File: src/hdl/odo_pkg.sv
// shared types, constants and tables for the odometry unit
// no dependencies
package odo_pkg;

  localparam int CORDIC_STEPS_DEF = 16;
  localparam int ATAN_COUNT       = 24;
  localparam int CFG_IDX_W        = 2;
  localparam int CFG_DATA_W       = 10;

  localparam logic [CFG_IDX_W-1:0]  REG_TRACK   = 2'd0;
  localparam logic [CFG_IDX_W-1:0]  REG_PERIOD  = 2'd1;
  localparam logic [CFG_DATA_W-1:0] TRACK_RESET = 10'd149;
  localparam logic [CFG_DATA_W-1:0] PERIOD_RESET = 10'd50;

  // divider sizing: numerator magnitude below 2^59, denominator below 2^42
  localparam int DIV_NW = 60;
  localparam int DIV_DW = 43;
  localparam int DIV_CW = $clog2(DIV_NW + 1);

  localparam int CS_W = 34;   // cordic x/y width, q30 plus headroom
  localparam int M_W  = 66;   // product register

  localparam logic [31:0] CORDIC_PRESCALE = 32'd652032874;
  localparam logic [31:0] TURN_CONST      = 32'd2799883369;

  typedef enum logic [4:0] {
    OP_NONE, OP_LOAD, OP_COR_H0, OP_SAVE0, OP_COR_H1, OP_SAVE1,
    OP_MUL_SP, OP_MUL_DC, OP_MUL_DS, OP_DIV_STR, OP_TAKE_DX, OP_TAKE_DY,
    OP_MUL_DP, OP_MUL_TURN, OP_DIV_TRK, OP_TAKE_DH, OP_MUL_R, OP_DIV_DIF,
    OP_TAKE_R, OP_MUL_RS, OP_SHIFT_DX, OP_MUL_RC, OP_SHIFT_DY, OP_ACC,
    OP_PUBLISH
  } odo_op_t;

  typedef struct packed {
    odo_op_t op;
  } odo_cmd_t;

  typedef struct packed {
    logic straight;
    logic cor_done;
    logic div_done;
    logic out_free;
  } odo_stat_t;

  typedef enum logic [4:0] {
    S_IDLE, S_COR0, S_WCOR0,
    S_ST_MD, S_ST_MC, S_ST_DX0, S_ST_DX1, S_ST_MS, S_ST_DY0, S_ST_DY1,
    S_AR_DP, S_AR_MT, S_AR_DH0, S_AR_DH1, S_AR_MR, S_AR_R0, S_AR_R1,
    S_COR1, S_WCOR1, S_AR_MX, S_AR_TX, S_AR_MY, S_AR_TY,
    S_ACC, S_PUB
  } odo_state_t;

  function automatic logic [31:0] atan_entry(input logic [4:0] i);
    logic [31:0] v;
    case (i)
      5'd0:  v = 32'h20000000;
      5'd1:  v = 32'h12E4051E;
      5'd2:  v = 32'h09FB385B;
      5'd3:  v = 32'h051111D4;
      5'd4:  v = 32'h028B0D43;
      5'd5:  v = 32'h0145D7E1;
      5'd6:  v = 32'h00A2F61E;
      5'd7:  v = 32'h00517C55;
      5'd8:  v = 32'h0028BE53;
      5'd9:  v = 32'h00145F2F;
      5'd10: v = 32'h000A2F98;
      5'd11: v = 32'h000517CC;
      5'd12: v = 32'h00028BE6;
      5'd13: v = 32'h000145F3;
      5'd14: v = 32'h0000A2FA;
      5'd15: v = 32'h0000517D;
      5'd16: v = 32'h000028BE;
      5'd17: v = 32'h0000145F;
      5'd18: v = 32'h00000A30;
      5'd19: v = 32'h00000518;
      5'd20: v = 32'h0000028C;
      5'd21: v = 32'h00000146;
      5'd22: v = 32'h000000A3;
      5'd23: v = 32'h00000051;
      default: v = 32'h0;
    endcase
    return v;
  endfunction

endpackage

File: src/hdl/odo_ctrl.sv
// sequencer for the odometry unit: walks one item through the datapath
// depends on odo_pkg
module odo_ctrl import odo_pkg::*; (
  input  logic      clk,
  input  logic      rst,
  input  logic      in_valid,
  input  logic      in_clear,
  output logic      in_ready,
  input  odo_stat_t stat,
  output odo_cmd_t  cmd
);
  odo_state_t state, state_next;

  always_ff @(posedge clk) begin
    if (rst) begin
      state <= S_IDLE;
    end else begin
      state <= state_next;
    end
  end

  always_comb begin
    state_next = state;
    cmd.op     = OP_NONE;
    in_ready   = 1'b0;
    case (state)
      S_IDLE: begin
        in_ready = 1'b1;
        if (in_valid) begin
          cmd.op     = OP_LOAD;
          state_next = in_clear ? S_PUB : S_COR0;
        end
      end
      S_COR0: begin
        cmd.op = OP_COR_H0;
        state_next = S_WCOR0;
      end
      S_WCOR0: begin
        if (stat.cor_done) begin
          cmd.op = OP_SAVE0;
          state_next = stat.straight ? S_ST_MD : S_AR_DP;
        end
      end
      S_ST_MD: begin
        cmd.op = OP_MUL_SP;
        state_next = S_ST_MC;
      end
      S_ST_MC: begin
        cmd.op = OP_MUL_DC;
        state_next = S_ST_DX0;
      end
      S_ST_DX0: begin
        cmd.op = OP_DIV_STR;
        state_next = S_ST_DX1;
      end
      S_ST_DX1: begin
        if (stat.div_done) begin
          cmd.op = OP_TAKE_DX;
          state_next = S_ST_MS;
        end
      end
      S_ST_MS: begin
        cmd.op = OP_MUL_DS;
        state_next = S_ST_DY0;
      end
      S_ST_DY0: begin
        cmd.op = OP_DIV_STR;
        state_next = S_ST_DY1;
      end
      S_ST_DY1: begin
        if (stat.div_done) begin
          cmd.op = OP_TAKE_DY;
          state_next = S_ACC;
        end
      end
      S_AR_DP: begin
        cmd.op = OP_MUL_DP;
        state_next = S_AR_MT;
      end
      S_AR_MT: begin
        cmd.op = OP_MUL_TURN;
        state_next = S_AR_DH0;
      end
      S_AR_DH0: begin
        cmd.op = OP_DIV_TRK;
        state_next = S_AR_DH1;
      end
      S_AR_DH1: begin
        if (stat.div_done) begin
          cmd.op = OP_TAKE_DH;
          state_next = S_AR_MR;
        end
      end
      S_AR_MR: begin
        cmd.op = OP_MUL_R;
        state_next = S_AR_R0;
      end
      S_AR_R0: begin
        cmd.op = OP_DIV_DIF;
        state_next = S_AR_R1;
      end
      S_AR_R1: begin
        if (stat.div_done) begin
          cmd.op = OP_TAKE_R;
          state_next = S_COR1;
        end
      end
      S_COR1: begin
        cmd.op = OP_COR_H1;
        state_next = S_WCOR1;
      end
      S_WCOR1: begin
        if (stat.cor_done) begin
          cmd.op = OP_SAVE1;
          state_next = S_AR_MX;
        end
      end
      S_AR_MX: begin
        cmd.op = OP_MUL_RS;
        state_next = S_AR_TX;
      end
      S_AR_TX: begin
        cmd.op = OP_SHIFT_DX;
        state_next = S_AR_MY;
      end
      S_AR_MY: begin
        cmd.op = OP_MUL_RC;
        state_next = S_AR_TY;
      end
      S_AR_TY: begin
        cmd.op = OP_SHIFT_DY;
        state_next = S_ACC;
      end
      S_ACC: begin
        cmd.op = OP_ACC;
        state_next = S_PUB;
      end
      S_PUB: begin
        if (stat.out_free) begin
          cmd.op = OP_PUBLISH;
          state_next = S_IDLE;
        end
      end
      default: begin
        state_next = S_IDLE;
      end
    endcase
  end
endmodule

File: config.mk
export PLATFORM = sky130hd
export DESIGN_NAME = odo_ctrl
export DESIGN_NICKNAME = d
export VERILOG_FILES = /design/src/hdl/odo_pkg.sv /design/src/hdl/odo_ctrl.sv
export SDC_FILE = /design/constraint.sdc
export NUM_CORES = 1
export LEC_CHECK = 0
export BUFFER_PORTS_ARGS = -buffer_cell sky130_fd_sc_hd__clkbuf_2
export CORE_AREA = 10 10 64 66
export DETAILED_ROUTE_END_ITERATION = 7
export DIE_AREA = 0 0 74 76
export SYNTH_ARGS = -nofsm -noshare
export SYNTH_HDL_FRONTEND = slang
export SYNTH_SLANG_ARGS = --single-unit
File: constraint.sdc
create_clock -name clk -period 3.65 [get_ports clk]
set_input_delay 0.73 -clock clk [delete_from_list [all_inputs] [get_ports clk]]
set_output_delay 0.73 -clock clk [all_outputs]
set_load 0.1 [all_outputs]
; Word-level counts from Yosys, hierarchy flattened
; Cells that the tools add are included.
[totals]
word_cells = 57
reg_bits = 5
output_inout_bits = 6
in_bits = 8
[op_classes]
n_mux = 21
reduce_logical = 3
eq_ne = 32
[ops]
columns = op, n
row1 = 5-bit case mux with 25 select lines, 1
row2 = 5-bit case mux with 24 select lines, 1
row3 = 5-bit 2-to-1 mux, 11
row4 = "5-bit equality test, second input constant", 9
row5 = "5-bit by 4-bit equality test with 1-bit output, second input constant", 8
row6 = "5-bit by 3-bit equality test with 1-bit output, second input constant", 4
row7 = 4-bit 2-to-1 mux, 4
row8 = "2-bit != test, second input constant", 8
row9 = "5-bit by 2-bit equality test with 1-bit output, second input constant", 2
row10 = 8-bit AND reduction, 1
row11 = "5-bit by 1-bit equality test with 1-bit output, second input constant", 1
row12 = 5-bit logical NOT, 1
row13 = 3-bit 2-to-1 mux, 1
row14 = 1-bit 2-to-1 mux, 2
row15 = 2-bit 2-to-1 mux, 1
row16 = 2-bit OR reduction, 1

; Logic depth before layout (Yosys ltp)
; Gate-level depths: netlist of the first run.
[depth]
depth_word = 3
depth_mapped = 7
ltp_nobuf = 4

; Worst setup path after synthesis of the first run
; Ideal clock, no wire load.
[synth_path]
path_kind = reg2out
startpoint = reg state[3]
endpoint = out cmd[0] (netlist bit)
path_buffers = 2
path_stages_with_launch = 6
arrival_time_ns = 4.593
path_slack_ns = -1.673
t_required_ns = 2.920
cell_sequence = dfxtp_1 buf_2 buf_2 nor4_1 nand2_1 o221ai_1
[synth_rtl]
columns = item, line
row1 = from (decl), odo_ctrl.sv:12  ; odo_state_t state, state_next;
row2 = from (signal assigned), odo_ctrl.sv:18  ; state <= state_next;
row3 = to (decl), odo_ctrl.sv:10  ; output odo_cmd_t cmd

==> key figures, run 1 <==
Status
  – Status: complete, no violations

Clocking
  – H-tree levels: 1
  – Setup Fix Bufs, Post-CTS: 0
  – Register clock-pin slew on the reported worst setup and hold paths: 0.05 ns
  – Root Driver: clkbuf_4
  – CTS max path bufs: 2
  – CTS Buf Count: 3
  – Cts hold-fix bufs: 0
  – Clk sink count: 5
  – CTS resizes: 0
  – CTS tree: done
  – Clock Latency Late Sink: 0.25 ns

Critical path
  – Critical Path AT: 2.38 ns
  – CP max FO: 31
  – Nature of the critical path startpoint: flop
  – Critical Path Start: state[3]
  – WP data required: 2.92 ns
  – Crit Path Class: reg -> out
  – Critical Path End Type: output pin
  – Crit Reg-Reg Startpoint: state[3]

Floorplan
  – Initial Util: 28.1%
  – Die width: 74 um
  – Die Area: 5620 um^2
  – Row Count: 20
  – CORE AREA: 2930 um^2
  – Die Y: 76 um
  – Ports: 14

Synthesis
  – Cell Area, Synth: 823 um^2
  – Mapped Nets: 127
  – Syn avg cell area: 6.92 um^2
  – Syn. warnings: 0
  – Yosys reg bits: 5
  – Sequential area share after synthesis: 12.2%
  – Yosys top cell by area: dfxtp_1
  – Share of the synthesized area in the top cell type: 12.2%
  – Yosys cell types: 50
  – Post-synth EDFFs: 0
  – Synth Flop Type: dfxtp_1
  – Synth top area cells: dfxtp_1, a21oi_1, nand2_1
  – Cells after Synth: 119
  – Post-synthesis async set-or-reset flop share: 0%

Layout
  – Commonest non-fill, non-tap cell in the layout: clkbuf_2
  – Fin nets: 134
  – Largest registers: state: 5 flops
  – Fin area: 922 um^2
  – Most frequent cells in the layout: clkbuf_2, nand2_1, a21oi_1
  – Layout cells sized above 1: 20.8%
  – Top reg by flops: state
  – Synth-to-Final Area Change: 12.0%
  – Post-layout util: 31.5%
  – Max reg flops: 5
  – Inserted Diodes: 0

Global routing
  – Vias in the first global route: 890
  – GRT Resource Usage Total: 8.86%
  – Initial antenna violation count: 0
  – Largest net degree at the start of global routing: 32
  – First-pass GRT wire length: 4120 um
  – Grt ovf: 0

Drt
  – DRT iter0 DRCs: 27
  – Drt via density: 5.99
  – Routed Antenna Nets: 0
  – Vias: 947
  – DR WL/cell: 15.8 um
  – DRC viols: 0
  – DRT Wirelength: 2490 um
  – Pre-Repair DR Iteration Count: 4

STA
  – Least-Margin Pin Slew: 0.992 ns
  – Tcrit/Tclk final: 85.1%
  – Final Skew: 0.00635 ns
  – Final worst setup slack: 0.544 ns
  – Setup TNS: 0 ns
  – Final setup violation count: 0
  – Final Critical Period: 3.11 ns
  – Endpoints failing hold: 0
  – Worst slew margin: 33.8%
  – RSZ-0062 raised after global routing: false
  – Fin. max-slew vios: 0
  – Fmax: 0.322 GHz

Worst hold path
  – Hold_sp: rst
  – Worst hold path class: in -> reg

Job
  – Max_cap viols: 0

Placed design
  – Placer Congestion: 0.827
  – Placed cell area: 896 um^2
  – Setup WS pre-CTS: 0.807 ns
  – PortBufs: 13
  – DPL Wire Length: 1750 um
-- critical path: stages, from the launching register on --
cell and delay, ns:
dfxtp_1 0.96, or2_2 0.29, a21oi_1 0.10, o221ai_1 0.25, clkbuf_2 0.51
-- cell type report --
cell class                 count  area (um^2)
sequential                     5          100
clock buffer                   4         26.3
multi-input combinational     98          667
inverter                       4         15.0
tap                           33         41.3
fill                         322         2010
timing repair buffer          14         72.6
-- stage by stage --
stage / std cells / hold WS, ns
2_1_floorplan: 119 / 0.651
3_3_place_gp: 154 / 0.779
3_5_place_dp: 154 / 0.804
4_1_cts: 158 / 0.753
5_1_grt: 158 / 0.765
6_report: 158 / 0.759
-- synth_stat cells, drive strengths merged, types with 2 or more instances --
cell type / n
a211oi: 4
a21oi: 10
a31oi: 2
and2: 2
buf: 5
clkbuf: 7
dfxtp: 5
inv: 4
mux2i: 2
nand2: 12
nand2b: 3
nand3: 2
nand3b: 3
nor2: 5
nor2b: 5
nor3: 2
nor3b: 3
o21ai: 7
o22ai: 4
o31ai: 2
o32ai: 2
or2: 2
or3: 3
-- final timing paths --
path	to	slack, ns	cells past startpoint
worst max-delay path	cmd[0]	0.54	4
worst min-delay path	state[1]	0.76	2
worst max register to register	state[3]	1.35	4
worst min register to register	state[2]	0.82	2
-- cell families (layout without fill, tap and decap cells) --
group	after synthesis	count (layout)	synth area share (%)
simple gates	50	50	36.2
compound gates	44	44	37.7
buf+inv	16	22	8.66
flops	5	5	12.2
mux	3	3	4.25
xor+xnor	1	1	1.06
-- routing by layer --
| layer | GRT usage (%) | up-vias | wire length [um] |
|---|---|---|---|
| met2 | 11.9 | 35 | 1090 |
| li1 | - | 466 | - |
| met4 | 4.85 | 0 | 90 |
| met1 | 12.3 | 438 | 1180 |
| met5 | 0 | - | 0 |
| met3 | 2.08 | 8 | 137 |
Power of run 1 is left out: the tool's default activity adds up to more than one toggle a clock period on the data nets, which glitch-free logic cannot reach.
==> run 2: changes to the inputs <==
--- a/config.mk
+++ b/config.mk
@@ -9,6 +9,8 @@
 export CORE_AREA = 10 10 64 66
 export DETAILED_ROUTE_END_ITERATION = 7
 export DIE_AREA = 0 0 74 76
+export HOLD_SLACK_MARGIN = 0.06
+export PLACE_DENSITY = 0.57
 export SYNTH_ARGS = -nofsm -noshare
 export SYNTH_HDL_FRONTEND = slang
 export SYNTH_SLANG_ARGS = --single-unit
==> key figures, run 2 (synthesis results as in run 1) <==
Floorplan
  – Die width: 74 um (unchanged)
  – Die Y: 76 um (unchanged)
  – Initial Util: 28.1% (unchanged)
  – CORE AREA: 2930 um^2 (unchanged)
  – Row Count: 20 (unchanged)
  – Die Area: 5620 um^2 (unchanged)
  – Ports: 14 (unchanged)

Critical path
  – Critical Path AT: 2.35 ns (was 2.38 ns)
  – Critical Path End Type: output pin (unchanged)
  – Crit Path Class: reg -> out (unchanged)
  – Nature of the critical path startpoint: flop (unchanged)
  – CP max FO: 24 (was 31)
  – WP data required: 2.92 ns (about the same)

STA
  – Fin. max-slew vios: 0 (unchanged)
  – Endpoints failing hold: 0 (unchanged)
  – Final Critical Period: 3.08 ns (was 3.11 ns)
  – Final hold slack: 0.745 ns (was 0.759 ns)
  – Final worst setup slack: 0.573 ns (was 0.544 ns)
  – Tcrit/Tclk final: 84.3% (was 85.1%)
  – RSZ-0062 raised after global routing: false (unchanged)
  – Least-Margin Pin Slew: 0.768 ns (was 0.992 ns)
  – Fmax: 0.325 GHz (was 0.322 GHz)
  – Worst slew margin: 48.7% (was 33.8%)
  – Final setup violation count: 0 (unchanged)
  – Final Skew: 0.000590 ns (was 0.00635 ns)
  – Setup TNS: 0 ns (unchanged)

Drt
  – DR WL/cell: 15.3 um (was 15.8 um)
  – DRT Wirelength: 2450 um (was 2490 um)
  – Vias: 904 (was 947)
  – Routed Antenna Nets: 0 (unchanged)
  – Pre-Repair DR Iteration Count: 4 (unchanged)
  – DRC viols: 0 (unchanged)
  – Drt via density: 5.65 (was 5.99)
  – DRT iter0 DRCs: 22 (was 27)

Clocking
  – Register clock-pin slew on the reported worst setup and hold paths: 0.04 ns (was 0.05 ns)
  – CTS Buf Count: 3 (unchanged)
  – CTS resizes: 0 (unchanged)
  – H-tree levels: 1 (unchanged)
  – CTS max path bufs: 2 (unchanged)
  – Setup Fix Bufs, Post-CTS: 0 (unchanged)
  – Clock Latency Late Sink: 0.24 ns (was 0.25 ns)
  – CTS tree: done (unchanged)
  – Root Driver: clkbuf_4 (unchanged)
  – Clk sink count: 5 (unchanged)
  – Cts hold-fix bufs: 0 (unchanged)

Layout
  – Final std cells w/o fill: 160 (was 158)
  – Commonest non-fill, non-tap cell in the layout: clkbuf_2 (unchanged)
  – Top reg by flops: state (unchanged)
  – Inserted Diodes: 0 (unchanged)
  – Synth-to-Final Area Change: 13.8% (was 12.0%)
  – Most frequent cells in the layout: clkbuf_2, nand2_1, a21oi_1 (unchanged)
  – Max reg flops: 5 (unchanged)
  – Fillers: 321 (was 322)
  – Layout cells sized above 1: 22.0% (was 20.8%)
  – Largest registers: state: 5 flops (unchanged)
  – Fin nets: 136 (was 134)

Global routing
  – Met3 usage: 2.08% (unchanged)
  – Largest net degree at the start of global routing: 25 (was 32)
  – Grt ovf: 0 (unchanged)
  – First-pass GRT wire length: 4100 um (was 4120 um)
  – Vias in the first global route: 879 (was 890)
  – Initial antenna violation count: 0 (unchanged)
  – GRT Resource Usage Total: 8.66% (was 8.86%)
  – GRT busiest layer: met2 (was met1)
  – GR Util met1: 11.2% (was 12.3%)
  – Met2 usage: 13.1% (was 11.9%)

Job
  – Max_cap viols: 0 (unchanged)

Placed design
  – Post-Place Cells: 156 (was 154)
  – Placer Congestion: 0.871 (was 0.827)
  – Setup WS pre-CTS: 0.879 ns (was 0.807 ns)
  – PortBufs: 13 (unchanged)
  – DPL Wire Length: 1800 um (was 1750 um)

Status
  – Status: complete, no violations (unchanged)

Worst hold path
  – Worst hold path class: reg -> reg (was in -> reg)
[run 2: cell count changes in the layout (fill, tap and decap cells not counted), sizes merged]
cell  previous run  this run
buf              1         3
[run 2: cell type report]
cell class,instances,area (um^2),share of cell area (%)
sequential,5,100,10.7
timing repair buffer,16,87.6,9.35
clock buffer,4,26.3,2.80
inverter,4,15.0,1.60
tap,33,41.3,4.41
multi-input combinational,98,667,71.2
[run 2: critical path, stage by stage (launching register included)]
cell	delay, ns
dfxtp_1	0.81
inv_1	0.33
a31oi_1	0.22
o32ai_1	0.10
a22o_1	0.27
clkbuf_2	0.37
[run 2: through the flow]
stage | util (%) | area, um^2
2_1_floorplan | - | 838
3_3_place_gp | 31.1 | 911
3_5_place_dp | 31.1 | 911
4_1_cts | 32.0 | 937
5_1_grt | 32.0 | 937
6_report | 32.0 | 937
[run 2: path summary, 6_finish.rpt]
kind | startpoint | end | slack (ns) | cells after the start
worst max-delay path | state[2] | cmd[4] | 0.57 | 5
worst min-delay path | state[1] | state[1] | 0.75 | 2
worst max register to register | state[3] | state[3] | 1.28 | 5
worst min register to register | state[1] | state[1] | 0.75 | 2
[run 2: layer usage]
layer | up-vias | routed length (um)
met4 | 0 | 0
met5 | - | 0
met3 | 0 | 120
met1 | 422 | 1120
li1 | 465 | -
met2 | 17 | 1210
Power of run 2 is left out for the same reason.
